`config.mk`:
```
export PLATFORM = sky130hd
export DESIGN_NAME = osd_decimal_int_writer_flat
export DESIGN_NICKNAME = d
export VERILOG_FILES = /design/src/sv/osd_diw_pkg.sv /design/src/sv/osd_diw_if.sv /design/src/sv/osd_diw_cell.sv /design/src/sv/osd_diw_chain.sv /design/src/sv/osd_decimal_int_writer.sv /design/src/flat_wrapper.sv
export SDC_FILE = /design/constraint.sdc
export NUM_CORES = 1
export LEC_CHECK = 0
export ABC_AREA = 1
export BUFFER_PORTS_ARGS = -buffer_cell sky130_fd_sc_hd__buf_2
export CAP_MARGIN = 20
export CORE_ASPECT_RATIO = 1.2
export CORE_MARGIN = 4
export CORE_UTILIZATION = 50
export DETAILED_ROUTE_END_ITERATION = 10
export PLACE_DENSITY = 0.74
export SYNTH_ARGS = -nofsm -noshare
export SYNTH_HDL_FRONTEND = slang
export SYNTH_SLANG_ARGS = --single-unit
```
`constraint.sdc`:
```
create_clock -name i_clk -period 9.2 [get_ports i_clk]
set_clock_uncertainty 0.15 [all_clocks]
set_input_delay 0 -clock i_clk [delete_from_list [all_inputs] [get_ports i_clk]]
set_output_delay 0 -clock i_clk [all_outputs]
set_load 0.05 [all_outputs]
```
`src/sv/osd_diw_pkg.sv`:
```
// Shared types, constants and codes for the decimal integer field writer.
package osd_diw_pkg;

    localparam int COLUMNS_PER_ROW = 30;
    localparam int MAX_DIGITS      = 10;
    // A 31-bit magnitude never needs more than ten decimal digits.
    localparam int NUM_CELLS       = 10;
    localparam int BITS_PER_CYCLE  = 2;
    localparam int CONV_CYCLES     = 32 / BITS_PER_CYCLE;
    localparam int CNT_W           = $clog2(CONV_CYCLES);

    localparam logic [7:0] CODE_ZERO  = 8'h0A;
    localparam logic [7:0] CODE_MINUS = 8'h49;
    localparam logic [7:0] CODE_BLANK = 8'h00;

    typedef logic [3:0] t_bcd;
    typedef logic [NUM_CELLS-1:0][3:0] t_digits;

    typedef struct packed {
        logic               req_type;
        logic        [3:0]  row;
        logic        [4:0]  start_column;
        logic        [3:0]  field_len;
        logic signed [31:0] value;
    } t_req;

    typedef struct packed {
        logic [8:0] display_addr;
        logic [7:0] char_code;
        logic       last;
    } t_wr;

    typedef struct packed {
        logic clear;
        logic conv;
        logic shift;
    } t_cell_ctrl;

    typedef enum logic [1:0] {
        ST_IDLE,
        ST_CONV,
        ST_PREP,
        ST_EMIT
    } t_state;

endpackage

```
`src/sv/osd_diw_if.sv`:
```
// Valid/ready channel interfaces for requests and character-memory writes.
interface osd_diw_req_if;
    import osd_diw_pkg::*;
    logic valid;
    logic ready;
    t_req data;
    modport source (output valid, output data, input ready);
    modport sink (input valid, input data, output ready);
endinterface

interface osd_diw_wr_if;
    import osd_diw_pkg::*;
    logic valid;
    logic ready;
    t_wr  data;
    modport source (output valid, output data, input ready);
    modport sink (input valid, input data, output ready);
endinterface

```
`src/sv/osd_diw_cell.sv`:
```
// One BCD digit cell: a clear, two shift-and-add-3 steps per cycle, or a shift towards digit 0.
module osd_diw_cell
    import osd_diw_pkg::*;
(
    input  logic       i_clk,
    input  t_cell_ctrl i_ctrl,
    input  logic [1:0] i_bits,
    input  t_bcd       i_upper,
    output t_bcd       o_digit,
    output logic [1:0] o_bits
);

    function automatic t_bcd adj(input t_bcd d);
        return (d >= 4'd5) ? t_bcd'(d + 4'd3) : d;
    endfunction

    t_bcd r_digit;
    t_bcd n_digit;
    t_bcd w_a1;
    t_bcd w_s1;
    t_bcd w_a2;
    t_bcd w_s2;

    // Bit 1 of i_bits is the earlier bit of the pair, bit 0 the later one.
    always_comb begin
        w_a1   = adj(r_digit);
        w_s1   = {w_a1[2:0], i_bits[1]};
        w_a2   = adj(w_s1);
        w_s2   = {w_a2[2:0], i_bits[0]};
        o_bits = {w_a1[3], w_a2[3]};
    end

    always_comb begin
        if (i_ctrl.clear) begin
            n_digit = '0;
        end else if (i_ctrl.conv) begin
            n_digit = w_s2;
        end else if (i_ctrl.shift) begin
            n_digit = i_upper;
        end else begin
            n_digit = r_digit;
        end
    end

    always_ff @(posedge i_clk) begin
        r_digit <= n_digit;
    end

    assign o_digit = r_digit;

endmodule

```
`src/sv/osd_diw_chain.sv`:
```
// Row of digit cells; binary bits enter at digit 0 and carries pass upwards.
module osd_diw_chain
    import osd_diw_pkg::*;
(
    input  logic       i_clk,
    input  t_cell_ctrl i_ctrl,
    input  logic [1:0] i_bits,
    output t_digits    o_digits
);

    logic [NUM_CELLS:0][1:0] w_bits;
    t_bcd [NUM_CELLS:0]      w_upper;

    assign w_bits[0]          = i_bits;
    assign w_upper[NUM_CELLS] = '0;

    for (genvar g = 0; g < NUM_CELLS; g++) begin : g_cell
        osd_diw_cell u_cell (
            .i_clk   (i_clk),
            .i_ctrl  (i_ctrl),
            .i_bits  (w_bits[g]),
            .i_upper (w_upper[g+1]),
            .o_digit (o_digits[g]),
            .o_bits  (w_bits[g+1])
        );
        assign w_upper[g] = o_digits[g];
    end

endmodule

```
`src/sv/osd_decimal_int_writer.sv`:
```
// Sequence: a request is taken in the idle state, converted by the digit cells
// (two bits per cycle), prepared in the PREP state, and its first write is registered in EMIT;
// then one write per cycle while the sink is ready.
// A new request is taken only in the idle state, after the last write has been loaded.
// Reset: synchronous, active low; clears the sequencer and the output valid flag.
module osd_decimal_int_writer
    import osd_diw_pkg::*;
(
    input  logic                i_clk,
    input  logic                i_rst_n,
    osd_diw_req_if.sink         i_req,
    osd_diw_wr_if.source        o_wr
);

    t_state           r_state;
    t_state           n_state;
    logic [31:0]      r_bin;
    logic [CNT_W-1:0] r_cnt;
    logic             r_blank;
    logic             r_neg;
    logic             r_zero;
    logic [3:0]       r_row;
    logic [4:0]       r_start;
    logic [3:0]       r_len;
    logic [3:0]       r_k;
    logic [3:0]       r_j;
    logic             r_out_valid;
    t_wr              r_out;

    logic             w_in_ready;
    logic             w_accept;
    logic             w_load;
    logic             w_last;
    logic             w_use_digit;
    t_cell_ctrl       w_ctrl;
    t_digits          w_digits;
    logic [31:0]      w_mag;
    logic [3:0]       w_len;
    logic [3:0]       w_ndig;
    logic [3:0]       w_k;
    logic [5:0]       w_col;
    logic [7:0]       w_code;
    logic [7:0]       w_dig_code;
    logic [9:0]       w_addr;

    osd_diw_chain u_chain (
        .i_clk    (i_clk),
        .i_ctrl   (w_ctrl),
        .i_bits   (r_bin[31:30]),
        .o_digits (w_digits)
    );

    assign w_accept = i_req.valid && w_in_ready;
    assign w_last   = (r_j == 4'(r_len - 4'd1));

    // Saturated magnitude and clamped field length of the incoming request.
    always_comb begin
        if (i_req.data.value[31]) begin
            if (i_req.data.value == 32'sh8000_0000) begin
                w_mag = 32'h7FFF_FFFF;
            end else begin
                w_mag = 32'(~i_req.data.value + 32'sd1);
            end
        end else begin
            w_mag = i_req.data.value;
        end
        if (i_req.data.field_len == 4'd0) begin
            w_len = 4'd1;
        end else if (i_req.data.field_len > 4'(MAX_DIGITS)) begin
            w_len = 4'(MAX_DIGITS);
        end else begin
            w_len = i_req.data.field_len;
        end
    end

    // Significant digit count and the number of digits the field shows.
    always_comb begin
        w_ndig = '0;
        for (int i = 0; i < NUM_CELLS; i++) begin
            if (w_digits[i] != 4'd0) begin
                w_ndig = 4'(i + 1);
            end
        end
        if (r_neg) begin
            w_k = (w_ndig < 4'(r_len - 4'd1)) ? w_ndig : 4'(r_len - 4'd1);
        end else if (w_ndig == 4'd0) begin
            w_k = 4'd1;
        end else begin
            w_k = (w_ndig < r_len) ? w_ndig : r_len;
        end
    end

    // Column and code of the write with index r_j.
    always_comb begin
        logic [5:0] s;
        logic [5:0] l;
        logic [5:0] j;
        logic [5:0] k;
        s = {1'b0, r_start};
        l = {2'b00, r_len};
        j = {2'b00, r_j};
        k = {2'b00, r_k};
        w_dig_code  = (w_digits[0] == 4'd0) ? CODE_ZERO : {4'b0000, w_digits[0]};
        w_use_digit = 1'b0;
        if (!r_blank) begin
            if (r_zero) begin
                w_col  = s + j;
                w_code = CODE_ZERO;
            end else if (!r_neg) begin
                w_col       = s + l - 6'd1 - j;
                w_code      = w_dig_code;
                w_use_digit = 1'b1;
            end else if (r_j == 4'd0) begin
                w_col  = s;
                w_code = CODE_MINUS;
            end else begin
                w_col       = s + l - j;
                w_code      = w_dig_code;
                w_use_digit = 1'b1;
            end
        end else begin
            if (r_j < r_k) begin
                w_col       = s + l - 6'd1 - j;
                w_code      = w_dig_code;
                w_use_digit = 1'b1;
            end else if (r_neg && w_last) begin
                w_col  = s;
                w_code = CODE_MINUS;
            end else begin
                w_col  = s + (j - k) + {5'b00000, r_neg};
                w_code = CODE_BLANK;
            end
        end
        w_addr = 10'(r_row) * 10'(COLUMNS_PER_ROW) + 10'(w_col);
    end

    always_comb begin
        n_state = r_state;
        case (r_state)
            ST_IDLE: begin
                if (w_accept) n_state = ST_CONV;
            end
            ST_CONV: begin
                if (r_cnt == CNT_W'(CONV_CYCLES - 1)) n_state = ST_PREP;
            end
            ST_PREP: begin
                n_state = ST_EMIT;
            end
            ST_EMIT: begin
                if (w_load && w_last) n_state = ST_IDLE;
            end
            default: begin
                n_state = ST_IDLE;
            end
        endcase
    end

    always_comb begin
        w_in_ready   = 1'b0;
        w_load       = 1'b0;
        w_ctrl.clear = 1'b0;
        w_ctrl.conv  = 1'b0;
        w_ctrl.shift = 1'b0;
        case (r_state)
            ST_IDLE: begin
                w_in_ready   = 1'b1;
                w_ctrl.clear = i_req.valid;
            end
            ST_CONV: begin
                w_ctrl.conv = 1'b1;
            end
            ST_PREP: begin
            end
            ST_EMIT: begin
                w_load       = !r_out_valid || o_wr.ready;
                w_ctrl.shift = w_load && w_use_digit;
            end
            default: begin
            end
        endcase
    end

    always_ff @(posedge i_clk) begin
        if (!i_rst_n) begin
            r_state     <= ST_IDLE;
            r_out_valid <= 1'b0;
        end else begin
            r_state <= n_state;
            if (w_load) begin
                r_out_valid <= 1'b1;
            end else if (o_wr.ready) begin
                r_out_valid <= 1'b0;
            end
        end
    end

    always_ff @(posedge i_clk) begin
        if (w_accept) begin
            r_bin   <= w_mag;
            r_cnt   <= '0;
            r_blank <= i_req.data.req_type;
            r_neg   <= i_req.data.value[31];
            r_zero  <= (i_req.data.value == 32'sd0);
            r_row   <= i_req.data.row;
            r_start <= i_req.data.start_column;
            r_len   <= w_len;
        end else if (r_state == ST_CONV) begin
            r_bin <= {r_bin[29:0], 2'b00};
            r_cnt <= CNT_W'(r_cnt + 1'b1);
        end
        if (r_state == ST_PREP) begin
            r_k <= w_k;
            r_j <= '0;
        end else if (w_load) begin
            r_j <= 4'(r_j + 4'd1);
        end
        if (w_load) begin
            r_out.display_addr <= w_addr[8:0];
            r_out.char_code    <= w_code;
            r_out.last         <= w_last;
        end
    end

    assign i_req.ready = w_in_ready;
    assign o_wr.valid  = r_out_valid;
    assign o_wr.data   = r_out;

endmodule

```
`src/flat_wrapper.sv`:
```
// flat-port wrapper written by rule: the top's interface ports become plain ports
module osd_decimal_int_writer_flat import osd_diw_pkg::*;
  (i_clk, i_rst_n, i_req_valid, i_req_data, i_req_ready, o_wr_valid, o_wr_data, o_wr_ready);
  osd_diw_req_if i_req_i ();
  osd_diw_wr_if o_wr_i ();
  input  logic i_clk;
  input  logic i_rst_n;
  input wire logic [$bits(i_req_i.valid)-1:0] i_req_valid;
  input wire logic [$bits(i_req_i.data)-1:0] i_req_data;
  output wire logic [$bits(i_req_i.ready)-1:0] i_req_ready;
  output wire logic [$bits(o_wr_i.valid)-1:0] o_wr_valid;
  output wire logic [$bits(o_wr_i.data)-1:0] o_wr_data;
  input wire logic [$bits(o_wr_i.ready)-1:0] o_wr_ready;
  assign i_req_i.valid = i_req_valid;
  assign i_req_i.data = i_req_data;
  assign i_req_ready = i_req_i.ready;
  assign o_wr_valid = o_wr_i.valid;
  assign o_wr_data = o_wr_i.data;
  assign o_wr_i.ready = o_wr_ready;
  osd_decimal_int_writer u_core (.i_clk(i_clk), .i_rst_n(i_rst_n), .i_req(i_req_i), .o_wr(o_wr_i));
endmodule
```
# Word-level counts from Yosys, hierarchy flattened
# Index checks and enable logic that the tools add are counted.
# classes
multipliers	1
reduce_logical	27
muxes	88
add_sub_neg	33
order_cmp	24
n_bitwise	1
eq_ne	9
# op_table
operator	n
two-way mux 4 bit	47
two-way mux 32 bit	4
>= comparator 4 x 3 -> 1 bit (second input constant)	20
adder 4 x 2 -> 4 bit (second input constant)	18
two-way mux 8 bit	5
nonzero test 4 bit	10
two-way mux 6 bit	6
adder 32 x 2 -> 32 bit (second input constant)	1
== test 32 bit (second input constant)	1
zero test 32 bit	1
inverter 32 bit	1
two-way mux 3 bit	6
zero test 4 bit	4
two-way mux 1 bit	13
adder 5 x 4 -> 6 bit	2
< comparator 4 bit	3
subtractor 6 x 4 -> 6 bit	2
two-way mux 2 bit	5
adder 9 x 6 -> 9 bit	1
adder 4 x 1 -> 4 bit (second input constant)	2
multiplier 4 x 4 -> 8 bit (second input constant)	1
one-hot mux 2 bit (4 select lines)	1
two-way mux 7 bit	1
adder 3 x 2 -> 3 bit (second input constant)	2
other kinds (18)	26
# word_totals
reg_bits	121
output_inout_bits	20
elab_cells	209

# Depth between registers and ports, before layout
# depth
word_depth	15
depth_mapped	23
depth_no_buf	22

# By module
# Synthesis repeated with hierarchy kept, for this count alone.
# unflattened
cells_unflattened	1411
area_unflattened_um2	10784.1
# modules_own_cells
mod	cells_each	seq_area_each_um2	n_inst	area_per_inst_um2
osd_decimal_int_writer	768	2232.1	1	6393.6
osd_diw_cell at u_core.u_chain.g_cell[1].u_cell ...	64	80.1	8	436.7
osd_diw_cell at u_core.u_chain.g_cell[0].u_cell ...	65	80.1	2	446.7
osd_diw_chain	1	0.0	1	3.8

# Least setup slack after synthesis
# OpenSTA, ideal clock, no wires.
# synth_path
path_kind	flip-flop to flip-flop
startpoint	register u_core.r_len[0]
endpoint	register u_core.r_out (netlist bit u_core.o_wr.data[17]), data pin
period_less_slack_ns	4.076
required_ns	8.790
setup_ns	0.260
n_path_buf	1
stages_incl_launch_ff	21
arrival_ns	3.666
path_slack_ns	5.124
path_cell_list	edfxtp_1 > ha_1 > fa_1 > xor2_1 > ha_1 > clkbuf_1 > nand2_1 > o21ai_0 > xnor2_1 > a21oi_1 > o21ai_0 > a32oi_1 > ha_1 > a21oi_1 > inv_1 > a31oi_1 > o21ai_0 > a21oi_1 > nor2_1 > nand2_1 > xor2_1
# synth_via
elab_chain_len	7
# synth_rtl
element	line_no	rtl
from (decl)	osd_decimal_int_writer.sv:24	logic [3:0] r_len;
from (signal assigned)	osd_decimal_int_writer.sv:206	r_len <= w_len;
adder 5 x 4 -> 6 bit / subtractor 4 x 1 -> 4 bit (equally long branches)	n/a	
subtractor 6 x 1 -> 6 bit (tied with other cells)	osd_decimal_int_writer.sv:110, osd_decimal_int_writer.sv:123	
subtractor 6 x 4 -> 6 bit (tied with other cells)	osd_decimal_int_writer.sv:110, osd_decimal_int_writer.sv:123	
two-way mux 6 bit, on equally long branches	osd_decimal_int_writer.sv:109, osd_decimal_int_writer.sv:126	
two-way mux 6 bit, on equally long branches	osd_decimal_int_writer.sv:106, osd_decimal_int_writer.sv:122	
two-way mux 6 bit *	osd_decimal_int_writer.sv:105	if (!r_blank) begin
adder 9 x 6 -> 9 bit *	osd_decimal_int_writer.sv:134	w_addr = 10'(r_row) * 10'(COLUMNS_PER_ROW) + 10'(w_col);
named net u_core.w_addr[8]	osd_decimal_int_writer.sv:44	logic [9:0] w_addr;
to (decl)	osd_decimal_int_writer.sv:28	t_wr r_out;
# The timed path passes the listed nets; every way through them passes the cells marked *.
# A chain may end at the register's enable or synchronous reset.

# Worst setup path in the final report
# Ends and elaborated chain as after synthesis.

==> run_results.csv <==
group,metric,value,unit
critical_path,rr_worst_depth,19,
cts,cts-root-buf,"sky130_fd_sc_hd__clkbuf_16",
power_and_ir_drop,leakagePower,5.40,nW
sta,rsz0062_at_grt,"false",
hold_path,hold_start,"i_req_data[5]",
finish,final.fill_count,1776,
cts,tritoncts,"built",
finish,final_design_area_no_fill,11600,um2
logic_synthesis,postSynthAreaPerCell,7.42,um2
finish,diodes,0,
critical_path,cp_cell_sequence,"ha_1 > fa_1 > xor2_1 > ha_1 > a21oi_1 > o21ai_0 > xnor2_1 > a21oi_1 > o21ai_0 > a32oi_1 > ha_1 > a21oi_1 > inv_1 > a31oi_1 > o21ai_0 > a21oi_1 > nor2_1 > nand2_1 > xor2_1",
drt,drt-wirelength-per-cell,14.3,um
cts,worst_skew_pair.late_latency,0.43,ns
sta,setup-violations-final,0,
logic_synthesis,postSynth.asyncResetShare,0,
power_and_ir_drop,p_switching,2.07,mW
cts,cts_buffers,17,
flow_run,max_cap_viol,0,
drt,detail_route.wirelength,24600,um
logic_synthesis,synth.ff_latch_count,118,
cts,cts_hold_buf,48,
critical_path,critPathTopFamily,"compound AO/OA/AOI/OAI gates",
drt,route.antenna.remaining_nets,0,
global_routing,grt_pass1_vias,8940,
critical_path,worstPathBufferInverterCount,1,
die,initial_utilization,0.510,
cts,postCtsSetupBuffers,0,
place,placement.cell_area,10500,um2
logic_synthesis,synth-edff-count,67,
finish,flow.area_growth_from_synthesis,16.0,%
die,top_level_ports,70,
critical_path,regToRegSetupSlack,4.76,ns
critical_path,cp_data_arrival_time,4.47,ns
cts,tritoncts_num_sinks,118,
cts,clock_tree.buffer_depth,2,
logic_synthesis,synthDominantCellAreaShare,0.202,
hold_path,hold_path.class,"primary input to flip-flop",
hold_path,holdPathEnd,"u_core.r_bin[5]$_DFFE_PP_",
sta,slew_limit_fails,0,
sta,fin_crit_sh,0.483,
logic_synthesis,ys_top_cells_by_area,"sky130_fd_sc_hd__edfxtp_1 20%, sky130_fd_sc_hd__ha_1 12%, sky130_fd_sc_hd__dfxtp_1 10%, sky130_fd_sc_hd__nand2_1 8.8%, sky130_fd_sc_hd__inv_1 8.3%",
die,std_cell_rows,56,
power_and_ir_drop,ratio_of_total_power_to_cell_area,369,nW/um2
die,die_area,22300,um2
critical_path,worst_setup_path_start_kind,"flip-flop",
drt,vias_per_cell,5.36,
sta,timing.final.crit_period,4.44,ns
logic_synthesis,synth_cell_type_count,55,
global_routing,globalRoute.totalOverflow,0,
logic_synthesis,synth.most_common_cell,"sky130_fd_sc_hd__nand2_1",
global_routing,antenna_found_initial,0,
power_and_ir_drop,seq_power_share,0.233,
finish,regArea,3030,um2
cts,cts.repair.resized,0,
cts,clkSlewWorstSetupHoldPaths,0.06,ns
global_routing,maximum_number_of_pins_on_one_net_before_global_route_repair,63,
critical_path,worstSetupPathType,"flip-flop to flip-flop",
finish,design.final.nets,1601,
critical_path,required,9.23,ns
logic_synthesis,commonest_cells_in_the_netlist,"233 x sky130_fd_sc_hd__nand2_1, 220 x sky130_fd_sc_hd__inv_1, 136 x sky130_fd_sc_hd__o21ai_0",
finish,post_route_cells_drive_above_1_share,0.0927,
critical_path,critical_path.max_fanout,6,
place,buffer_ports.inserted,66,
sta,final_critical_path_setup_slack,4.76,ns
die,fp.coreArea,19500,um2
place,detailed_place_hpwl,17900,um
logic_synthesis,synth_flop_cell,"sky130_fd_sc_hd__edfxtp_1",
logic_synthesis,number_of_synthesis_warnings,0,
place,finalWeightedCongestion,0.945,
logic_synthesis,synthDominantAreaCellType,"sky130_fd_sc_hd__edfxtp_1",
critical_path,crit_path_frequent_cell,"sky130_fd_sc_hd__a21oi_1",
critical_path,critical_path.max_stage_delay,0.47,ns
finish,multi_input_area,5890,um2
hold_path,timing.hold.worst_path_depth,5,
sta,fin_setup_tns,0,ns
drt,drt_first_pass_iters,5,
place,dp_worst_setup_slack,4.84,ns
power_and_ir_drop,cellInternalPower,2.19,mW
logic_synthesis,seq_area_frac_synth,0.304,
drt,drt_iter0_markers,602,
power_and_ir_drop,swShare,0.486,
sta,timing_limited_maximum_frequency,0.225,GHz
cts,cts-htree-levels,4,
power_and_ir_drop,clock_network_fraction_of_design_power,0.154,
power_and_ir_drop,combinationalPowerShare,0.613,
critical_path,cpMaxStageDelayCell,"sky130_fd_sc_hd__edfxtp_1",
critical_path,worstReg2RegEnd,"u_core.o_wr.data[17]$_DFFE_PP_",
die,die_height,163,um
critical_path,worstReg2RegStart,"u_core.r_len[0]$_SDFFCE_PP1P_",
logic_synthesis,synthesis.area,9960,um2
drt,drc,0,
sta,hold_viol,0,
global_routing,global_route_wire_length_before_repair,41100,um
sta,worstMarginPinSlew,0.886,ns
sta,maxSlewHeadroom,0.408,
critical_path,startpoint,"u_core.r_len[0]$_SDFFCE_PP1P_",
logic_synthesis,netlist_instances,1343,
critical_path,worstSetupEndpointType,"flip-flop",
die,floorplan.die.width,137,um
status,outcome,"complete, no violations",
power_and_ir_drop,power.ir.vdd_worst,0.224,mV
global_routing,global_route.usage.total,0.227,
drt,detailroute.via_count,9216,
[metal layers]
layer / vias to the layer above / GRT usage / share of wire
met2: 209 / 0.417 / 0.53
met4: 0 / 0.0876 / 0.026
met1: 4282 / 0.266 / 0.41
met5: - / 0 / 0
li1: 4676 / - / -
met3: 49 / 0.0290 / 0.043
[power by group through the flow]
stage	Sequential, mW	Combinational (mW)	Clock (mW)
final	0.992	2.61	0.656
after floorplan	1.01	2.00	0
after global routing	1.02	3.00	0.686
after CTS	0.992	2.61	0.666
after global placement	0.994	2.49	0
after detailed placement	1.00	2.58	0
[state kept, by name (all words and copies together) (netlist names)]
name                                  cells
u_core.u_chain.g_cell.u_cell.o_digit     40
u_core.r_bin                             32
u_core.o_wr.data                         15
u_core.r_start                            5
u_core.r_cnt                              4
u_core.r_j                                4
u_core.r_k                                4
u_core.r_len                              4
u_core.r_row                              4
u_core.r_state                            2
u_core.o_wr.valid                         1
u_core.r_blank                            1
u_core.r_neg                              1
u_core.r_zero                             1
[layout make-up]
| class | instances | share of cell area |
|---|---|---|
| flip-flops and latches | 118 | 0.262 |
| repair buffers | 120 | 0.0751 |
| multi-input cells | 961 | 0.510 |
| inverters | 226 | 0.0738 |
| clock inverters | 15 | 0.0135 |
| clock buffers | 17 | 0.0368 |
| well taps | 261 | 0.0283 |
[cells by family (layout without fill, tap and decap cells)]
| logic type | after synthesis | in the layout | synth area share |
|---|---|---|---|
| fa+ha+maj | 108 | 108 | 0.145 |
| xor+xnor | 71 | 71 | 0.0632 |
| buf+inv | 266 | 378 | 0.105 |
| simple gates | 444 | 444 | 0.189 |
| compound gates | 335 | 335 | 0.192 |
| other cells | 1 | 3 | 0.000376 |
| flops | 118 | 118 | 0.304 |
[placed cells by master, fill, tap and decap left out, drive strengths merged, types with 22 or more instances in the layout]
| master | netlist | routed |
|---|---|---|
| o21ai | 139 | 139 |
| o211ai | 33 | 33 |
| edfxtp | 67 | 67 |
| buf | 13 | 72 |
| inv | 224 | 226 |
| nand2 | 235 | 235 |
| dlygate4sd3 | 0 | 48 |
| dfxtp | 51 | 51 |
| a21oi | 100 | 100 |
| xor2 | 57 | 57 |
| ha | 94 | 94 |
| nor2 | 124 | 124 |
| a31oi | 22 | 22 |
| nand3 | 45 | 45 |
[worst register-to-register path: stages, from the launching register on]
cell,delay [ns]
sky130_fd_sc_hd__edfxtp_1,0.47
sky130_fd_sc_hd__ha_1,0.29
sky130_fd_sc_hd__fa_1,0.47
sky130_fd_sc_hd__xor2_1,0.18
sky130_fd_sc_hd__ha_1,0.40
sky130_fd_sc_hd__a21oi_1,0.19
sky130_fd_sc_hd__o21ai_0,0.16
sky130_fd_sc_hd__xnor2_1,0.16
sky130_fd_sc_hd__a21oi_1,0.11
sky130_fd_sc_hd__o21ai_0,0.10
sky130_fd_sc_hd__a32oi_1,0.25
sky130_fd_sc_hd__ha_1,0.31
sky130_fd_sc_hd__a21oi_1,0.18
sky130_fd_sc_hd__inv_1,0.05
sky130_fd_sc_hd__a31oi_1,0.21
sky130_fd_sc_hd__o21ai_0,0.11
sky130_fd_sc_hd__a21oi_1,0.20
sky130_fd_sc_hd__nor2_1,0.06
sky130_fd_sc_hd__nand2_1,0.07
sky130_fd_sc_hd__xor2_1,0.06
[through the flow]
step / hold slack (ns) / cells / utilization / power [mW]
floorplan: -0.0511 / 1345 / - / 3.01
global placement: 0.0269 / 1637 / 0.536 / 3.48
detailed placement: 0.0287 / 1638 / 0.537 / 3.58
CTS: 0.00982 / 1718 / 0.591 / 4.26
global route: 0.0483 / 1718 / 0.591 / 4.70
finish: 0.0328 / 1718 / 0.591 / 4.26
[worst max-delay path by stage]
stage	end	depth (start not counted)
3_5_place_dp	u_core.o_wr.data[17]$_DFFE_PP_	19
3_3_place_gp	u_core.o_wr.data[17]$_DFFE_PP_	19
6_report	u_core.o_wr.data[17]$_DFFE_PP_	19
4_1_cts	u_core.o_wr.data[17]$_DFFE_PP_	19
2_1_floorplan	u_core.o_wr.data[17]$_DFFE_PP_	20
5_1_grt	u_core.o_wr.data[17]$_DFFE_PP_	19
No activity file was read; power rests on OpenSTA's default activity.
